## config.mk

```make
export PLATFORM = sky130hd
export DESIGN_NAME = stable_priority_queue
export DESIGN_NICKNAME = d
export VERILOG_FILES = /design/src/hw/rtl/spq_pkg.sv /design/src/hw/rtl/stable_priority_queue.sv
export VERILOG_INCLUDE_DIRS = /design/src /design/src/hw/rtl
export SDC_FILE = /design/constraint.sdc
export NUM_CORES = 2
export LEC_CHECK = 0
export ABC_AREA = 1
export BUFFER_PORTS_ARGS = -buffer_cell sky130_fd_sc_hd__buf_4
export CAP_MARGIN = 40
export CORE_MARGIN = 1
export CORE_UTILIZATION = 32
export CTS_CLUSTER_DIAMETER = 120
export DETAILED_ROUTE_END_ITERATION = 7
export PLACE_DENSITY = 0.43
export SKIP_CTS_REPAIR_TIMING = 1
export SYNTH_ARGS = -nofsm -noshare
export SYNTH_HDL_FRONTEND = slang
export SYNTH_SLANG_ARGS = --single-unit
```

## constraint.sdc

```tcl
create_clock -name clk -period 5.1 [get_ports clk]
set_clock_uncertainty 0.05 [all_clocks]
set_input_delay 0.255 -clock clk [delete_from_list [all_inputs] [get_ports clk]]
set_output_delay 0.255 -clock clk [all_outputs]
set_load 0.02 [all_outputs]
```

## src/hw/rtl/stable_priority_queue_macros.svh

```systemverilog
// Assertion macros for the stable priority queue.
`ifndef STABLE_PRIORITY_QUEUE_MACROS_SVH
`define STABLE_PRIORITY_QUEUE_MACROS_SVH

`ifndef NO_ASSERTIONS

// Property that must hold on every clock edge out of reset.
`define SPQ_ASSERT_ALWAYS(label, clk, rst_n, prop, msg) \
	label: assert property (@(posedge clk) disable iff (!rst_n) (prop)) else $error(msg);

// Antecedent in one cycle implies consequent in the next.
`define SPQ_ASSERT_NEXT(label, clk, rst_n, ante, cons, msg) \
	label: assert property (@(posedge clk) disable iff (!rst_n) (ante) |=> (cons)) \
		else $error(msg);

`else

`define SPQ_ASSERT_ALWAYS(label, clk, rst_n, prop, msg)
`define SPQ_ASSERT_NEXT(label, clk, rst_n, ante, cons, msg)

`endif

`endif

```

## src/hw/rtl/spq_pkg.sv

```systemverilog
package spq_pkg;

	// Command codes
	localparam logic CMD_ENQ = 1'b0;
	localparam logic CMD_DEQ = 1'b1;

	// Result status codes
	localparam logic [1:0] ST_ENQUEUED = 2'd0;
	localparam logic [1:0] ST_DEQUEUED = 2'd1;
	localparam logic [1:0] ST_EMPTY    = 2'd2;
	localparam logic [1:0] ST_FULL     = 2'd3;

	localparam int unsigned NUM_PRIO = 4;

	// Request transaction
	typedef struct packed {
		logic        cmd;
		logic [15:0] asset_id;
		logic [1:0]  priority_req;
		logic [31:0] complaint_stamp;
	} req_item_t;

	// Response transaction
	typedef struct packed {
		logic [1:0]  status;
		logic [15:0] out_asset_id;
		logic [1:0]  out_priority;
		logic [31:0] out_stamp;
		logic [4:0]  occupancy;
	} rsp_item_t;

	// Stored payload; the priority is implied by the memory bank
	typedef struct packed {
		logic [15:0] asset_id;
		logic [31:0] stamp;
	} entry_t;

endpackage

```

## src/hw/rtl/stable_priority_queue.sv

```systemverilog
// Channel | Handshake            | Payload     | Moves
// --------+----------------------+-------------+-------------------------------
// req     | req_valid/req_ready  | req_item_t  | enqueue or dequeue command
// rsp     | rsp_valid/rsp_ready  | rsp_item_t  | one status transaction per req
//
// Enqueue and empty/full results are written straight into the output register; a dequeue
// with data first passes the registered read port of the entry memory, then that register.
// The memory holds one ring of DEPTH slots per priority level; counters and
// ring pointers reset to empty, memory contents are not cleared.
// A result waits in the output register; a new request is taken when that
// register is empty or draining, except in the cycle after a dequeue with data.
`include "stable_priority_queue_macros.svh"

module stable_priority_queue import spq_pkg::*; #(
	parameter int unsigned DEPTH = 16
) (
	input  logic      clk,
	input  logic      arst_n,
	input  logic      req_valid,
	output logic      req_ready,
	input  req_item_t req,
	output logic      rsp_valid,
	input  logic      rsp_ready,
	output rsp_item_t rsp
);

	localparam int unsigned PW    = (DEPTH > 1) ? $clog2(DEPTH) : 1;
	localparam int unsigned CW    = $clog2(DEPTH + 1);
	localparam int unsigned AW    = PW + 2;
	localparam int unsigned MSIZE = NUM_PRIO << PW;
	localparam logic [PW-1:0] LAST_SLOT = PW'(DEPTH - 1);
	localparam logic [CW-1:0] FULL_CNT  = CW'(DEPTH);

	// Per-priority ring state and total count
	logic [CW-1:0] cnt_q [NUM_PRIO];
	logic [PW-1:0] head_q [NUM_PRIO];
	logic [PW-1:0] tail_q [NUM_PRIO];
	logic [CW-1:0] total_q;

	// Entry memory and read stage
	entry_t        mem [MSIZE];
	entry_t        rdata_s1;
	logic          rd_pend_s1;
	logic [1:0]    prio_s1;
	logic [CW-1:0] occ_s1;

	logic          rsp_valid_q;
	rsp_item_t     rsp_q;

	logic          accept;
	logic          is_enq;
	logic          full;
	logic          empty;
	logic          do_enq;
	logic          do_deq;
	logic [1:0]    deq_prio;
	logic [1:0]    enq_prio;
	logic [AW-1:0] waddr;
	logic [AW-1:0] raddr;
	logic [CW-1:0] total_nxt;
	logic [CW+4:0] occ_wide;
	logic [CW+4:0] occ_s1_wide;

	assign accept    = req_valid && req_ready;
	assign req_ready = !rd_pend_s1 && (!rsp_valid_q || rsp_ready);
	assign is_enq    = (req.cmd == CMD_ENQ);
	assign full      = (total_q == FULL_CNT);
	assign empty     = (total_q == '0);
	assign do_enq    = accept && is_enq && !full;
	assign do_deq    = accept && !is_enq && !empty;
	assign enq_prio  = req.priority_req;

	// Lowest nonempty priority level is the queue front
	always_comb begin
		deq_prio = '0;
		for (int i = NUM_PRIO - 1; i >= 0; i--) begin
			if (cnt_q[i] != '0) begin
				deq_prio = 2'(i);
			end
		end
	end

	assign waddr = {enq_prio, tail_q[enq_prio]};
	assign raddr = {deq_prio, head_q[deq_prio]};

	always_comb begin
		total_nxt = total_q;
		if (do_enq) begin
			total_nxt = total_q + CW'(1);
		end else if (do_deq) begin
			total_nxt = total_q - CW'(1);
		end
	end

	assign occ_wide    = {5'b0, total_nxt};
	assign occ_s1_wide = {5'b0, occ_s1};

	// Entry memory: one write port, one registered read port
	always_ff @(posedge clk) begin
		if (do_enq) begin
			mem[waddr] <= '{asset_id: req.asset_id, stamp: req.complaint_stamp};
		end
		if (do_deq) begin
			rdata_s1 <= mem[raddr];
		end
	end

	// Ring pointers and counters
	always_ff @(posedge clk or negedge arst_n) begin
		if (!arst_n) begin
			for (int i = 0; i < NUM_PRIO; i++) begin
				cnt_q[i]  <= '0;
				head_q[i] <= '0;
				tail_q[i] <= '0;
			end
			total_q <= '0;
		end else begin
			total_q <= total_nxt;
			for (int i = 0; i < NUM_PRIO; i++) begin
				if (do_enq && enq_prio == 2'(i)) begin
					cnt_q[i]  <= cnt_q[i] + CW'(1);
					tail_q[i] <= (tail_q[i] == LAST_SLOT) ? '0 : tail_q[i] + PW'(1);
				end
				if (do_deq && deq_prio == 2'(i)) begin
					cnt_q[i]  <= cnt_q[i] - CW'(1);
					head_q[i] <= (head_q[i] == LAST_SLOT) ? '0 : head_q[i] + PW'(1);
				end
			end
		end
	end

	// Read stage control
	always_ff @(posedge clk or negedge arst_n) begin
		if (!arst_n) begin
			rd_pend_s1 <= 1'b0;
		end else begin
			rd_pend_s1 <= do_deq;
		end
	end

	always_ff @(posedge clk) begin
		if (do_deq) begin
			prio_s1 <= deq_prio;
			occ_s1  <= total_nxt;
		end
	end

	// Output register
	always_ff @(posedge clk or negedge arst_n) begin
		if (!arst_n) begin
			rsp_valid_q <= 1'b0;
		end else if (rd_pend_s1 || (accept && !do_deq)) begin
			rsp_valid_q <= 1'b1;
		end else if (rsp_ready) begin
			rsp_valid_q <= 1'b0;
		end
	end

	always_ff @(posedge clk) begin
		if (rd_pend_s1) begin
			rsp_q.status       <= ST_DEQUEUED;
			rsp_q.out_asset_id <= rdata_s1.asset_id;
			rsp_q.out_priority <= prio_s1;
			rsp_q.out_stamp    <= rdata_s1.stamp;
			rsp_q.occupancy    <= occ_s1_wide[4:0];
		end else if (accept && !do_deq) begin
			if (is_enq) begin
				rsp_q.status <= full ? ST_FULL : ST_ENQUEUED;
			end else begin
				rsp_q.status <= ST_EMPTY;
			end
			rsp_q.out_asset_id <= '0;
			rsp_q.out_priority <= '0;
			rsp_q.out_stamp    <= '0;
			rsp_q.occupancy    <= occ_wide[4:0];
		end
	end

	assign rsp_valid = rsp_valid_q;
	assign rsp       = rsp_q;

	// Checks
	`SPQ_ASSERT_ALWAYS(a_total_bound, clk, arst_n, total_q <= FULL_CNT, "count above depth")
	`SPQ_ASSERT_ALWAYS(a_total_sum, clk, arst_n,
		(CW+2)'(total_q) == (CW+2)'(cnt_q[0]) + (CW+2)'(cnt_q[1]) +
		(CW+2)'(cnt_q[2]) + (CW+2)'(cnt_q[3]),
		"level counts disagree with total")
	`SPQ_ASSERT_NEXT(a_read_lands, clk, arst_n, rd_pend_s1,
		rsp_valid && rsp.status == ST_DEQUEUED, "read data not presented")
	`SPQ_ASSERT_NEXT(a_empty_deq, clk, arst_n, accept && !is_enq && empty,
		rsp_valid && rsp.status == ST_EMPTY && rsp.occupancy == 5'd0,
		"empty dequeue misreported")

endmodule

```

==> Yosys cells after proc, flatten, opt, wreduce, memory -nomap -nowiden <==
Memory sizes are Yosys's and may differ from the RTL's. A register that Yosys moved wholly into a read port is not among the register bits.
Index checks and enable logic that the tools add are counted.
{ "op_classes": {"eq_ne": 15, "bitwise": 3, "order_cmp": 2, "mux": 36, "reduce_logical": 35, "add_sub_neg": 18, "shifts": 0, "n_div": 0, "mul": 0} }
{ "ops": {"columns": ["cell", "n"], "rows": [
  ["$mux 55", 2],
  ["$mux 5", 10],
  ["$mux 4", 12],
  ["$add 4x1->4 const B", 8],
  ["$eq 4x4->1 const B", 8],
  ["$add 5x1->5 const B", 5],
  ["$sub 5x1->5 const B", 5],
  ["$reduce_bool 5->1", 4],
  ["$bmux 4 s2", 2],
  ["$logic_and 1x1->1", 15],
  ["$mux 2", 6],
  ["$reduce_bool 2->1", 6],
  ["$eq 2x2->1 const B", 4],
  ["$ge 3x3->1 const B", 2],
  ["$not 2->3", 2],
  ["$eq 5x5->1 const B", 1],
  ["$logic_not 1->1", 5],
  ["$logic_not 5->1", 1],
  ["$eq 2x1->1 const B", 2],
  ["$logic_not 2->1", 2],
  ["$mux 1", 4],
  ["$logic_or 1x1->1", 2],
  ["$not 1->1", 1]
]} }
{ "totals": {"ram_bits": 3072, "elab_cells": 132, "out_inout_bits": 59, "latchBits": 0, "memories": 1, "ff_bits": 123, "romBits": 0} }
{ "mem_list": {"columns": ["memory", "words", "width", "read_ports", "rd_ports_with_merged_regs", "wr", "line_no", "source"], "rows": [
  ["mem", 64, 48, 1, 1, 1, "stable_priority_queue.sv:41", "entry_t mem [MSIZE];"]
]} }

==> Longest topological paths before layout <==
{ "logic_depth": {"ltp_word": 10, "ltp_mapped": 22} }

==> Worst setup path before layout <==
No wires, ideal clock.
{ "synth_path": {"path_type": "reg2reg", "from": "register rsp_valid_q (netlist: rsp_valid)", "to": "memory mem[57][0] in the netlist's numbering, enable pin", "arrival_time_ps": 4024, "path_slack_ps": 572, "t_required_ps": 4596, "setup_ps": 454, "path_stages_with_launch": 12, "path_cell_list": "dfrtp_1 inv_1 nor2_1 nor2_1 nand2_1 nor2_1 nand2_1 nor2_1 inv_1 or2_2 clkbuf_1 nor2_1"} }
{ "synth_between": {"elab_chain_len": 8} }
{ "synth_lines": {"columns": ["item", "line_no", "source"], "rows": [
  ["from (decl)", "stable_priority_queue.sv:47", "logic rsp_valid_q;"],
  ["from (signal assigned)", "stable_priority_queue.sv:151", "rsp_valid_q <= 1'b0;"],
  ["from (signal assigned)", "stable_priority_queue.sv:153", "rsp_valid_q <= 1'b1;"],
  ["from (signal assigned)", "stable_priority_queue.sv:155", "rsp_valid_q <= 1'b0;"],
  ["$logic_not 1->1", "stable_priority_queue.sv:65", "assign req_ready = !rd_pend_s1 && (!rsp_valid_q || rsp_ready);"],
  ["$logic_or 1x1->1", "stable_priority_queue.sv:65", null],
  ["$logic_and 1x1->1", "stable_priority_queue.sv:65", null],
  ["named net req_ready", "stable_priority_queue.sv:20", "output logic req_ready,"],
  ["$logic_and 1x1->1", "stable_priority_queue.sv:64", "assign accept = req_valid && req_ready;"],
  ["$logic_and 1x1->1 (2 in a row)", "stable_priority_queue.sv:69", "assign do_enq = accept && is_enq && !full;"],
  ["$mux 1", "stable_priority_queue.sv:100", "if (do_enq) begin"],
  ["$mux 1 (not written as such)", "stable_priority_queue.sv:101", "mem[waddr] <= '{asset_id: req.asset_id, stamp: req.complaint_stamp};"],
  ["to (decl)", "stable_priority_queue.sv:41", null]
]} }
The timed path passes the listed nets, and every way through them passes these cells.

==> Worst setup path in the final report <==
{ "layout_path": {"from": "register cnt_q[1] in the netlist's numbering", "to": "register rdata_s1[7] (netlist name)"} }
{ "layout_between": {"elab_chain_len": 9} }
{ "layout_lines": {"columns": ["item", "line_no", "source"], "rows": [
  ["from (decl)", "stable_priority_queue.sv:35", "logic [CW-1:0] cnt_q [NUM_PRIO];"],
  ["from (signal, indexed assignment)", "stable_priority_queue.sv:121", "cnt_q[i] <= cnt_q[i] + CW'(1);"],
  ["from (signal, indexed assignment)", "stable_priority_queue.sv:125", "cnt_q[i] <= cnt_q[i] - CW'(1);"],
  ["$reduce_bool 5->1 (*)", "stable_priority_queue.sv:77", "if (cnt_q[i] != '0) begin"],
  ["$mux 2 (*) (4 in a row)", "stable_priority_queue.sv:77", null],
  ["$not 2->3 (not written as such)", "stable_priority_queue.sv:84", "assign raddr = {deq_prio, head_q[deq_prio]};"],
  ["$bmux 4 s2", "stable_priority_queue.sv:84", null],
  ["$mux 4 (not written as such) (2 in a row)", "stable_priority_queue.sv:84", null]
]} }
Every way passes the cells marked *; elsewhere a longest branch is shown, timed or not. The select of a mux whose other input is x is not followed.
A chain may end at the register's enable or synchronous reset.

==> flow_summary.yaml <==
setup_path:
  r2r_cells: 20
  endpoint_kind: "register"
  worstSetupStartpointType: "register"
  required_ps: 5720
  r2r_start: "cnt_q[1]"
  cp_max_fo: 118
  critPathLaunch: "cnt_q[1]"
  critPathArrivalTime_ps: 5140
  crit_type: "register to register"
routing:
  drt-pass1-iter-count: 6
  drcViolationCount: 0
  wl_per_cell_um: 26.8
  vias: 97400
  viasPerCell: 5.16
  drtIter0Drc: 8968
  ant_nets: 0
  routed_wl_um: 506000
timing:
  fmax_mhz: 221
  hold_viol_final: 0
  slew_headroom_pct: 32.3
  period_share_pct: 88.6
  slew_violations: 0
  tns_ps: 0
  worst_pin_slew_ps: 1020
  setup_violations: 0
  fin_crit_ps: 4520
  rsz0062_at_grt: "false"
  hold_ws_ps: 192
status:
  status: "finished clean"
place:
  gp_congestion: 0.795
  post-dp-hpwl_um: 263000
  io_buffers: 113
cts:
  cts_buffer_depth: 4
  cts.sinks: 3243
  cts_tree: "yes"
  cts_buffers: 375
  clock_latency_ps: 990
  h-tree-depth: 5
  path_clk_slew_ps: 60
  cts-root-buf: "clkbuf_16"
floorplan:
  dieArea_mm2: 0.445
  fp-row-count: 243
  pin_count: 114
  chipHeight_um: 667
  fp.coreArea_mm2: 0.439
  start_util_pct: 32.2
  die_w_um: 667
synthesis:
  synthCells: 12600
  synth_area_mm2: 0.141
  yosysSeqAreaShare_pct: 68.6
  ys_ff_latch: 3243
  synth.avg_cell_area_um2: 11.2
  synth_cell_type_count: 42
  syn_nets: 12700
  synth_area_leaders: "edfxtp_1 68%, nand3_1 9.8%, nand2_1 7.9%"
  netlist.area_leader.share_pct: 67.5
  yosysWarnings: 0
  yosysTopAreaCell: "edfxtp_1"
cells_and_area:
  num-fill-cells: 42900
  multi_input_area_mm2: 0.0356
  syn2layout_area_growth_pct: 15.2
  drive_gt1_share_pct: 8.01
  nets: 12800
  seq_area_mm2: 0.0971
global_route:
  grt.overflow.total: 0
  antenna_found_initial: 39
  grt_max_degree: 148
  grt_pass1_wl_um: 721000
  grt_pass1_vias: 95200
  grt_use_total_pct: 22.3
power_and_ir_drop:
  power_density_mw_per_mm2: 551
  power_mw: 89.8
  max-vdd-ir-drop_mv: 0.473
  p_leak_nw: 62.4
min_path:
  hold_class: "primary input to asynchronous set/reset pin"
run:
  cap_violations: 0
-- worst max-delay path, cell delays in order, from the launching register on --
cell and delay, ps:
dfrtp_1 420, nor2_1 180, nand3b_1 120, nand2_1 140
nand2_1 120, nand2_2 160, nand2_1 70, nand2_1 160
nand2_8 240, nand2_8 300, buf_12 410, buf_12 360
nand2_1 90, nand3_1 80, nand3_1 100, nand3_1 170
nand2_1 100, nand2_1 70, nand2_1 60, inv_1 370
nand2_1 120
-- through the flow --
stage / cells / setup WS, ps / area, um^2 / utilization (%)
detailed placement: 18100 / 717 / 151000 / 34.3
CTS: 18800 / 685 / 162000 / 37.0
finish: 18900 / 581 / 163000 / 37.1
floorplan: 12600 / 572 / 141000 / -
global route: 18900 / 304 / 163000 / 37.1
global placement: 18100 / 667 / 151000 / 34.3
-- placed cells by master, fill, tap and decap left out, types with 20 or more instances in the layout --
| master | count |
|---|---|
| edfxtp_1 | 3182 |
| nand2_1 | 2989 |
| nand3_1 | 2761 |
| inv_1 | 1417 |
| nand3b_1 | 1106 |
| clkbuf_16 | 380 |
| buf_4 | 292 |
| buf_12 | 149 |
| clkbuf_1 | 96 |
| clkinv_1 | 79 |
| nor2_4 | 67 |
| clkinv_2 | 65 |
| dfrtp_1 | 58 |
| dlygate4sd3_1 | 58 |
| nor2_1 | 42 |
| o21ai_0 | 34 |
| bufinv_16 | 24 |
| xor2_1 | 23 |
| ha_1 | 23 |
| a21oi_1 | 20 |
-- cells in the mapped netlist (all sizes together) --
master,number
a2111oi,1
xor2,23
nand2,2993
clkbuf,162
o32ai,2
a21oi,21
xnor2,4
nor3,8
o21a,1
a22oi,1
nand4,6
inv,1427
o31ai,1
nand3b,1106
mux2,2
edfxtp,3182
nand3,2762
o22ai,8
nor2,111
dfrtp,59
fa,4
ha,23
buf,673
dfxtp,2
o21bai,3
o311ai,3
a31oi,8
or2,2
o21ai,34
-- sequential cells by signal (all words and copies together) (netlist names) --
name        count
mem          3072
rsp            57
rdata_s1       48
cnt_q          20
head_q         16
tail_q         16
occ_s1          5
total_q         5
prio_s1         2
rd_pend_s1      1
rsp_valid       1
-- cell type report --
type	instances	area share, %
Multi-Input combinational cell	7127	21.8
Timing Repair Buffer	505	3.62
Sequential cell	3243	59.6
Tap cell	5880	4.51
Inverter	1427	3.30
Clock inverter	197	1.08
Clock buffer	478	6.07
Antenna cell	14	0.0215
-- power breakdown --
| group | total (mW) | switching [mW] | internal, mW |
|---|---|---|---|
| Clock | 26.1 | 11.2 | 14.9 |
| Sequential | 30.6 | 0.540 | 30.1 |
| Combinational | 33.0 | 23.8 | 9.18 |
| Total | 89.8 | 35.6 | 54.2 |
-- layer usage --
layer,vias up,track usage (%),share of wire (%)
li1,43500,-,-
met1,50000,31.3,45
met2,3189,36.1,46
met3,682,3.30,6.1
met4,6,5.81,2.7
met5,-,0,0.0073
-- worst paths after layout --
| path | endpoint | slack [ps] |
|---|---|---|
| worst min-delay path | head_q[6] | 190 |
| min in group clk | mem[2][34] | 320 |
| worst max register to register | rdata_s1[7] | 580 |
| worst min register to register | tail_q[7] | 410 |
| max in group asynchronous | tail_q[0] | 4250 |
| worst max-delay path | rdata_s1[7] | 580 |
-- kinds of logic (layout without fill, tap and decap cells) --
family,Yosys count,after routing,share of synthesized area (%)
AO/OA/AOI/OAI,83,83,0.337
XOR/XNOR,27,27,0.167
adder cells (fa/ha/maj),27,27,0.260
buffers and inverters,2262,2607,6.61
flip-flops,3243,3243,68.6
multiplexers,2,2,0.0159
other,0,14,0
AND/OR/NAND/NOR,6988,6988,24.0
Note: power is estimated with default switching activity, not from simulation.
